File: config.mk
export PLATFORM = sky130hd
export DESIGN_NAME = deadline_timer_queue
export DESIGN_NICKNAME = d
export VERILOG_FILES = /design/src/hdl/dtq_pkg.sv /design/src/hdl/deadline_timer_queue.sv /design/src/hdl/dtq_ram.sv
export VERILOG_INCLUDE_DIRS = /design/src /design/src/hdl
export SDC_FILE = /design/constraint.sdc
export NUM_CORES = 2
export LEC_CHECK = 0
export BUFFER_PORTS_ARGS = -buffer_cell sky130_fd_sc_hd__buf_2
export CAP_MARGIN = 20
export CELL_PAD_IN_SITES_DETAIL_PLACEMENT = 1
export CELL_PAD_IN_SITES_GLOBAL_PLACEMENT = 2
export CORE_AREA = 2 2 387 485
export DETAILED_ROUTE_END_ITERATION = 16
export DIE_AREA = 0 0 389 487
export GPL_TIMING_DRIVEN = 0
export PLACE_DENSITY = 0.9
export SYNTH_ARGS = -nofsm -noshare
export SYNTH_HDL_FRONTEND = slang
export SYNTH_SLANG_ARGS = --single-unit
File: constraint.sdc
create_clock -name clk_i -period 13.25 [get_ports clk_i]
set_clock_uncertainty 0.15 [all_clocks]
set_input_delay 2.65 -clock clk_i [delete_from_list [all_inputs] [get_ports clk_i]]
set_output_delay 2.65 -clock clk_i [all_outputs]
set_load 0.1 [all_outputs]
File: src/hdl/deadline_timer_queue_defines.svh
// assertion macros for the deadline timer queue
// no dependencies
`ifndef DEADLINE_TIMER_QUEUE_DEFINES_SVH
`define DEADLINE_TIMER_QUEUE_DEFINES_SVH
`ifndef ASSERT_OFF
`define DTQ_ASSERT(label, clk, rst_n, prop) \
  label: assert property (@(posedge clk) disable iff (!rst_n) (prop)) else $error("dtq check");
`define DTQ_NEVER(label, clk, rst_n, cond) \
  label: assert property (@(posedge clk) disable iff (!rst_n) !(cond)) else $error("dtq never");
`else
`define DTQ_ASSERT(label, clk, rst_n, prop)
`define DTQ_NEVER(label, clk, rst_n, cond)
`endif
`endif

File: src/hdl/dtq_pkg.sv
// types and codes for the deadline timer queue
// no dependencies
package dtq_pkg;
  typedef enum logic [1:0] {
    OP_SCHED_AT = 2'd0, OP_SCHED_AFTER = 2'd1, OP_CANCEL = 2'd2, OP_EXPIRE = 2'd3
  } op_e;
  typedef enum logic [2:0] {
    ST_SCHEDULED = 3'd0, ST_CANCELLED = 3'd1, ST_NOT_FOUND = 3'd2, ST_EXPIRED = 3'd3,
    ST_NONE_DUE = 3'd4, ST_FULL = 3'd5, ST_EXHAUSTED = 3'd6
  } status_e;
  typedef struct packed {
    logic [1:0]  operation;
    logic [63:0] time_arg;
    logic [63:0] current_time;
    logic [31:0] timer_ref;
  } cmd_t;
  typedef struct packed {
    logic [2:0]  status;
    logic [31:0] timer_id;
    logic [63:0] next_deadline;
    logic        next_valid;
    logic [4:0]  pending_count;
    logic        last;
  } rsp_t;
endpackage

File: src/hdl/deadline_timer_queue.sv
// deadline timer queue top level: ordered timer store with cancel and expire
// depends on dtq_pkg, dtq_ram and deadline_timer_queue_defines.svh
//
//  channel | direction | handshake            | payload
//  cmd     | in        | start, busy          | cmd_i (cmd_t)
//  rsp     | out       | rsp_valid_o (strobe) | rsp_o (rsp_t)
//
// each scan reads one slot per cycle from the slot ram
// every command runs scan, act, rescan, emit: the first result strobe is registered
// from the emit state, with busy already low if that beat is the last
// an expire chain sends each further beat after another pass
// (act, scan, act, scan, emit); busy stays high until the last beat's emit
// reset clears valid bits and control and sets the identifier counter to 1 at once; no sweep
// results are strobed for one cycle and cannot be stalled
`include "deadline_timer_queue_defines.svh"
module deadline_timer_queue import dtq_pkg::*; #(
  parameter int TIMER_SLOTS = 16
) (
  input  logic clk_i,
  input  logic rst_ni,
  input  logic start,
  output logic busy,
  input  cmd_t cmd_i,
  output logic rsp_valid_o,
  output rsp_t rsp_o
);
  localparam int AW = $clog2(TIMER_SLOTS);
  localparam int CW = $clog2(TIMER_SLOTS + 1);

  typedef enum logic [3:0] {
    S_IDLE = 4'b0001, S_SCAN = 4'b0010, S_ACT = 4'b0100, S_EMIT = 4'b1000
  } state_e;

  state_e state_q, state_d;
  cmd_t cmd_q;
  logic [TIMER_SLOTS-1:0] valid_q;
  logic [31:0] next_id_q;
  // scan pointer, one wider so it can reach TIMER_SLOTS
  logic [AW:0] scan_q;
  logic        rd_pend_q;
  logic [AW-1:0] rd_idx_q;
  // scan results
  logic        best_ok_q;
  logic [63:0] best_dl_q;
  logic [31:0] best_id_q;
  logic [AW-1:0] best_idx_q;
  logic        hit_ok_q;
  logic [AW-1:0] hit_idx_q;
  logic [CW-1:0] count_q;
  logic [CW-1:0] n_out_q;
  // pending result awaiting refreshed earliest deadline
  logic [2:0]  pst_q;
  logic [31:0] pid_q;
  logic        plast_q;
  logic        emit_ok_q;

  logic        we;
  logic [AW-1:0] addr, free_idx;
  logic        free_ok;
  logic [95:0] wdata, rdata;
  logic [63:0] sum, deadline;
  logic        rd_valid, better;
  // earliest remaining timer is due and the per-command limit is not reached
  logic        expire_due;
  logic        emit_last;

  dtq_ram #(.Width(96), .Depth(TIMER_SLOTS)) u_slots (
    .clk_i, .we_i(we), .addr_i(addr), .wdata_i(wdata), .rdata_o(rdata)
  );

  always_comb begin
    free_ok = 1'b0;
    free_idx = '0;
    for (int i = TIMER_SLOTS - 1; i >= 0; i--) begin
      if (!valid_q[i]) begin
        free_ok = 1'b1;
        free_idx = AW'(i);
      end
    end
  end

  assign sum = cmd_q.current_time + cmd_q.time_arg;
  assign deadline = (cmd_q.operation == OP_SCHED_AFTER) ?
                    ((sum < cmd_q.current_time) ? '1 : sum) : cmd_q.time_arg;
  assign rd_valid = rd_pend_q && valid_q[rd_idx_q];
  assign better = !best_ok_q || (rdata[95:32] < best_dl_q) ||
                  ((rdata[95:32] == best_dl_q) && (rdata[31:0] < best_id_q));
  assign busy = (state_q != S_IDLE);
  assign expire_due = best_ok_q && (best_dl_q <= cmd_q.current_time) &&
                      (n_out_q != CW'(TIMER_SLOTS));
  // an expire beat is the last once the refreshed view shows nothing more due
  assign emit_last = plast_q || !expire_due;

  // write only in act state for a schedule
  always_comb begin
    we = 1'b0;
    addr = scan_q[AW-1:0];
    wdata = {deadline, next_id_q};
    if (state_q == S_ACT && (cmd_q.operation == OP_SCHED_AT ||
        cmd_q.operation == OP_SCHED_AFTER) && next_id_q != '0 && free_ok) begin
      we = 1'b1;
      addr = free_idx;
    end
  end

  always_comb begin
    state_d = state_q;
    unique case (state_q)
      S_IDLE:  if (start) state_d = S_SCAN;
      S_SCAN:  if (scan_q == TIMER_SLOTS[AW:0] && !rd_pend_q)
                 state_d = emit_ok_q ? S_EMIT : S_ACT;
      S_ACT:   state_d = S_SCAN;
      S_EMIT:  state_d = emit_last ? S_IDLE : S_ACT;
      default: state_d = S_IDLE;
    endcase
  end

  always_ff @(posedge clk_i or negedge rst_ni) begin
    if (!rst_ni) begin
      state_q <= S_IDLE;
      valid_q <= '0;
      next_id_q <= 32'd1;
      scan_q <= '0;
      rd_pend_q <= 1'b0;
      emit_ok_q <= 1'b0;
      n_out_q <= '0;
      rsp_valid_o <= 1'b0;
    end else begin
      state_q <= state_d;
      rsp_valid_o <= (state_q == S_EMIT);
      unique case (state_q)
        S_IDLE: if (start) begin
          scan_q <= '0;
          rd_pend_q <= 1'b0;
          emit_ok_q <= 1'b0;
          n_out_q <= '0;
        end
        S_SCAN: begin
          rd_pend_q <= (scan_q != TIMER_SLOTS[AW:0]);
          if (scan_q != TIMER_SLOTS[AW:0]) scan_q <= scan_q + (AW+1)'(1);
        end
        S_ACT: begin
          // after a result beat the act only restarts the scan
          emit_ok_q <= !emit_ok_q;
          scan_q <= '0;
          rd_pend_q <= 1'b0;
          if (!emit_ok_q) begin
            unique case (cmd_q.operation) inside
              OP_SCHED_AT, OP_SCHED_AFTER: if (next_id_q != '0 && free_ok) begin
                valid_q[free_idx] <= 1'b1;
                next_id_q <= next_id_q + 32'd1;
              end
              OP_CANCEL: if (hit_ok_q) valid_q[hit_idx_q] <= 1'b0;
              OP_EXPIRE: if (expire_due) begin
                valid_q[best_idx_q] <= 1'b0;
                n_out_q <= n_out_q + CW'(1);
              end
              default: ;
            endcase
          end
        end
        S_EMIT: begin
          emit_ok_q <= !emit_last;
          scan_q <= '0;
          rd_pend_q <= 1'b0;
        end
        default: ;
      endcase
    end
  end

  // payload and scan accumulators
  always_ff @(posedge clk_i) begin
    if (state_q == S_IDLE && start) cmd_q <= cmd_i;
    if ((state_q == S_IDLE && start) || state_q == S_ACT || state_q == S_EMIT) begin
      best_ok_q <= 1'b0;
      hit_ok_q <= 1'b0;
      count_q <= '0;
    end else if (state_q == S_SCAN && rd_valid) begin
      count_q <= count_q + CW'(1);
      if (better) begin
        best_ok_q <= 1'b1;
        best_dl_q <= rdata[95:32];
        best_id_q <= rdata[31:0];
        best_idx_q <= rd_idx_q;
      end
      if (!hit_ok_q && rdata[31:0] == cmd_q.timer_ref) begin
        hit_ok_q <= 1'b1;
        hit_idx_q <= rd_idx_q;
      end
    end
    if (state_q == S_SCAN) rd_idx_q <= scan_q[AW-1:0];
    if (state_q == S_ACT && !emit_ok_q) begin
      unique case (cmd_q.operation) inside
        OP_SCHED_AT, OP_SCHED_AFTER: begin
          plast_q <= 1'b1;
          if (next_id_q == '0) begin
            pst_q <= ST_EXHAUSTED;
            pid_q <= '0;
          end else if (!free_ok) begin
            pst_q <= ST_FULL;
            pid_q <= '0;
          end else begin
            pst_q <= ST_SCHEDULED;
            pid_q <= next_id_q;
          end
        end
        OP_CANCEL: begin
          plast_q <= 1'b1;
          if (hit_ok_q) begin
            pst_q <= ST_CANCELLED;
            pid_q <= cmd_q.timer_ref;
          end else begin
            pst_q <= ST_NOT_FOUND;
            pid_q <= '0;
          end
        end
        OP_EXPIRE: begin
          if (expire_due) begin
            pst_q <= ST_EXPIRED;
            pid_q <= best_id_q;
            plast_q <= 1'b0;
          end else begin
            pst_q <= ST_NONE_DUE;
            pid_q <= '0;
            plast_q <= 1'b1;
          end
        end
        default: begin
          pst_q <= ST_NONE_DUE;
          pid_q <= '0;
          plast_q <= 1'b1;
        end
      endcase
    end
  end

  // a beat is sent after the scan behind it refreshes the view
  rsp_t        beat;
  always_comb begin
    beat.status = pst_q;
    beat.timer_id = pid_q;
    beat.next_deadline = best_ok_q ? best_dl_q : '0;
    beat.next_valid = best_ok_q;
    beat.pending_count = 5'(count_q);
    beat.last = emit_last;
  end
  always_ff @(posedge clk_i) begin
    if (state_q == S_EMIT) rsp_o <= beat;
  end

  `DTQ_ASSERT(a_onehot, clk_i, rst_ni, $onehot(state_q))
  `DTQ_NEVER(a_we_act, clk_i, rst_ni, we && state_q != S_ACT)
  `DTQ_NEVER(a_beat_state, clk_i, rst_ni, rsp_valid_o && state_q != S_IDLE && state_q != S_ACT)
  `DTQ_NEVER(a_empty, clk_i, rst_ni, rsp_valid_o && !rsp_o.next_valid && |rsp_o.next_deadline)
endmodule

File: src/hdl/dtq_ram.sv
// generic single-port ram with registered read
// no dependencies
module dtq_ram #(
  parameter int Width = 8,
  parameter int Depth = 16
) (
  input  logic                     clk_i,
  input  logic                     we_i,
  input  logic [$clog2(Depth)-1:0] addr_i,
  input  logic [Width-1:0]         wdata_i,
  output logic [Width-1:0]         rdata_o
);
  logic [Width-1:0] mem_q [Depth];
  always_ff @(posedge clk_i) begin
    if (we_i) mem_q[addr_i] <= wdata_i;
    rdata_o <= mem_q[addr_i];
  end
endmodule
==> out/metrics.csv <==
stage,metric,value,unit
detailed_routing,DR vias/cell,6.47,
detailed_routing,vias,55345,
hold_path,Hold WC Path Type,reg2reg,
setup_path,startpoint types,register,
power,switching power,5900,µW
die,# IOs,273,
power,sequential share of power,0.441,
place,DP Area,0.0911,mm²
global_route,Total Routing Usage GR,0.288,
setup_path,data required time at the worst endpoint,13.64,ns
logic_synthesis,sequential share of the synthesized area,0.734,
die,Die Width,389,µm
sta,Worst-Margin Slew,1.29,ns
global_route,Congestion Overflow GR,0,
global_route,initial antenna violation count,20,
sta,min Tclk post-route,9.12,ns
die,Initial Util,0.458,
logic_synthesis,Cell variety after synth,89,
power,switch share,0.316,
final_layout,P&R area growth vs syn,15.7,%
logic_synthesis,"EDFF count, synth",1948,
clocking,Setup Buffers After CTS,0,
setup_path,"Max FO, Critical Path",16,
sta,Final Hold Fails,0,
power,leak pwr,0.0326,µW
clocking,Longest Clk Path Bufs,3,
clocking,htree depth,4,
die,Die ar.,0.189,mm²
run_status,status,"complete, no violations",
clocking,TritonCTS Buffers,197,
power,Clk pwr share,0.323,
setup_path,CP endpoint kind,register,
detailed_routing,initial DRC count,6732,
sta,Slew headroom,0.120,
sta,fmax,110,MHz
power,total power,18700,µW
sta,max-slew violation count,0,
sta,Final setup viols,0,
die,Row Count,177,
clocking,Clock transition at path regs,0.07,ns
final_layout,fin util,0.529,
place,Port Buffers,272,
setup_path,worst setup path class,reg2reg,
detailed_routing,post-route antenna net violation count,0,
logic_synthesis,cell taking the most area after synthesis,edfxtp_1,
logic_synthesis,ranking of synthesized cells by area,"edfxtp_1 69%, a22oi_1 4.6%, ha_1 4.3%",
global_route,vias in the first global route,58234,
logic_synthesis,syn_nets,5831,
detailed_routing,wire per inst,32.4,µm
run,Max Cap Violations,0,
sta,RSZ-0062 raised after global routing,false,
clocking,Worst-Skew Late Latency,0.88,ns
logic_synthesis,Yosys reg bits,2116,
power,pwr dens,191,mW/mm²
logic_synthesis,most frequent cell after synthesis,edfxtp_1,
detailed_routing,final wirelength,277000,µm
setup_path,CP arrival,9.51,ns
final_layout,Final #Nets,6410,
place,hpwl dp,183000,µm
place,Setup WS pre-CTS,4.35,ns
clocking,Post-CTS Hold Buffers,0,
clocking,TritonCTS clock tree,built,
logic_synthesis,Avg Inst Size Synth,15.8,µm²
final_layout,final cell area excluding filler cells,0.0980,mm²
global_route,first-pass GRT wire length,400000,µm
logic_synthesis,share of flip-flops with an asynchronous set or reset,0.0307,
place,Placer Congestion,0.900,
clocking,# clock sinks,2116,
logic_synthesis,post-synth top area share,0.690,
final_layout,share of cells above drive strength 1,0.145,
detailed_routing,Initial DRT Pass Iterations,7,
sta,Setup WS post-layout,4.13,ns
global_route,largest net degree at the start of global routing,116,
logic_synthesis,"Top FF cell, synth",edfxtp_1,
logic_synthesis,Synth Cell Area,0.0847,mm²
clocking,post-cts repair resize count,0,
power,Internal,12800,µW
sta,Setup TNS,0,ns
die,core outline area,0.185,mm²
clocking,root buffer cell,clkbuf_16,
logic_synthesis,Post-Syn Instances,5374,
sta,crit share post-route,0.688,
power,Comb pwr share,0.236,
logic_synthesis,Synth warnings,0,
power,VDD IR max,0.122,mV
detailed_routing,DR DRC count,0,
die,die height,487,µm
logic_synthesis,most frequent cells after synthesis,"1948 x edfxtp_1, 514 x a22oi_1, 291 x ha_1",
## final timing paths
path / start / end / slack [ns] / cells past startpoint
min: u_slots.rdata_o[88]$_DFF_P_ / best_dl_q[56]$_DFFE_PP_ / 0.26 / 0
min reg2reg: u_slots.rdata_o[88]$_DFF_P_ / best_dl_q[56]$_DFFE_PP_ / 0.26 / 0
max reg2reg: cmd_q[105]$_DFFE_PP_ / u_slots.mem_q[11][46]$_DFFE_PP_ / 4.13 / 22
max: cmd_q[105]$_DFFE_PP_ / u_slots.mem_q[11][46]$_DFFE_PP_ / 4.13 / 22
min in group asynchronous: rst_ni / rsp_valid_o$_DFF_PN0_ / 1.46 / 1
max in group asynchronous: rst_ni / next_id_q[0]$_DFFE_PN1P_ / 10.95 / 2
## state kept, by name, indices dropped and copies added, names as in the netlist, 3 cells and up
signal	flops
u_slots.mem_q	1536
cmd_q	162
rsp_o	106
u_slots.rdata_o	96
best_dl_q	64
best_id_q	32
next_id_q	32
pid_q	32
valid_q	16
count_q	5
n_out_q	5
scan_q	5
best_idx_q	4
hit_idx_q	4
rd_idx_q	4
state_q	4
pst_q	3
## power groups by stage
stage,clock network (µW),registers [µW],logic [µW]
floorplan,0,8260,2580
global placement,0,8390,3900
detailed placement,0,8360,4200
CTS,6060,8230,4340
global route,6260,8260,4720
finish,6030,8240,4420
## cell type report
type | instances | area, µm²
Inverter | 192 | 733
Buffer | 275 | 1250
Tap cell | 2416 | 3020
Fill cell | 17579 | 87100
Sequential cell | 2116 | 62200
Timing Repair Buffer | 380 | 3270
Antenna cell | 15 | 37.5
Multi-Input combinational cell | 2791 | 20700
Clock buffer | 272 | 5500
Clock inverter | 102 | 1300
## metal layers
metal	up-vias	GRT usage	wire length, µm
met3	754	0.0531	22800
met2	3334	0.499	140000
li1	22903	-	-
met1	28342	0.340	98400
met5	-	0	87
met4	12	0.157	15800
## critical path: stages, from the launching register on
cell and delay (ns):
edfxtp_1 0.41, ha_1 0.41, and3_1 0.27, nand3_1 0.12, a21oi_1 0.19, a31oi_1 0.17
o41ai_2 1.05, a31oi_1 0.46, o31ai_1 0.66, a21oi_1 0.17, xnor2_1 0.28, ha_1 0.30
a21o_1 0.16, a21o_1 0.18, a21oi_1 0.17, o21ai_0 0.09, a221oi_1 0.74, o211ai_1 0.20
a22oi_1 0.81, clkbuf_1 0.47, buf_8 0.24, buf_2 0.29, o22a_1 0.73
## placed cells by master (no fill, tap or decap), types with 17 or more instances in the layout
cell	netlist	final
nor4_1	17	17
o31ai_1	37	37
o21bai_1	17	17
edfxtp_1	1948	1948
o21ai_0	108	108
xor2_1	47	47
and2_1	137	137
and3_1	27	27
a21o_1	114	114
nor3_1	63	59
inv_1	192	189
nor2b_1	29	27
nor2_1	79	67
o22a_1	73	73
nand2_1	206	206
buf_12	0	50
clkbuf_16	0	200
o22ai_1	196	196
nand3_1	53	53
a22oi_1	514	514
clkbuf_8	0	22
buf_6	6	31
a21oi_1	132	132
dfxtp_1	103	103
clkbuf_1	130	179
nand4_1	173	173
nand2b_1	25	25
a2111oi_0	61	58
dfrtp_1	63	63
bufinv_16	0	23
ha_1	291	291
buf_2	118	390
clkinv_2	0	29
a22o_1	36	36
a222oi_1	96	96
buf_16	0	17
xnor2_1	82	82
## logic make-up (layout without fill, tap and decap cells)
family | after synthesis | count (layout) | share of synthesized area
DFF | 2116 | 2116 | 0.734
muxes | 9 | 9 | 0.00167
and+or+nand+nor | 854 | 854 | 0.0540
adders and majority gates | 292 | 292 | 0.0432
AOI/OAI and AO/OA | 1507 | 1507 | 0.130
buffers and inverters | 467 | 1221 | 0.0233
xor gates and xnor gates | 129 | 129 | 0.0133
other | 0 | 15 | 0
## metrics by stage
stage | hold WS (ns) | std cells
6_report | 0.261 | 8559
5_1_grt | 0.272 | 8547
4_1_cts | 0.256 | 8538
3_5_place_dp | 0.255 | 8164
3_3_place_gp | 0.255 | 8062
2_1_floorplan | 0.250 | 5374
Note: power is estimated with default switching activity, not from simulation.
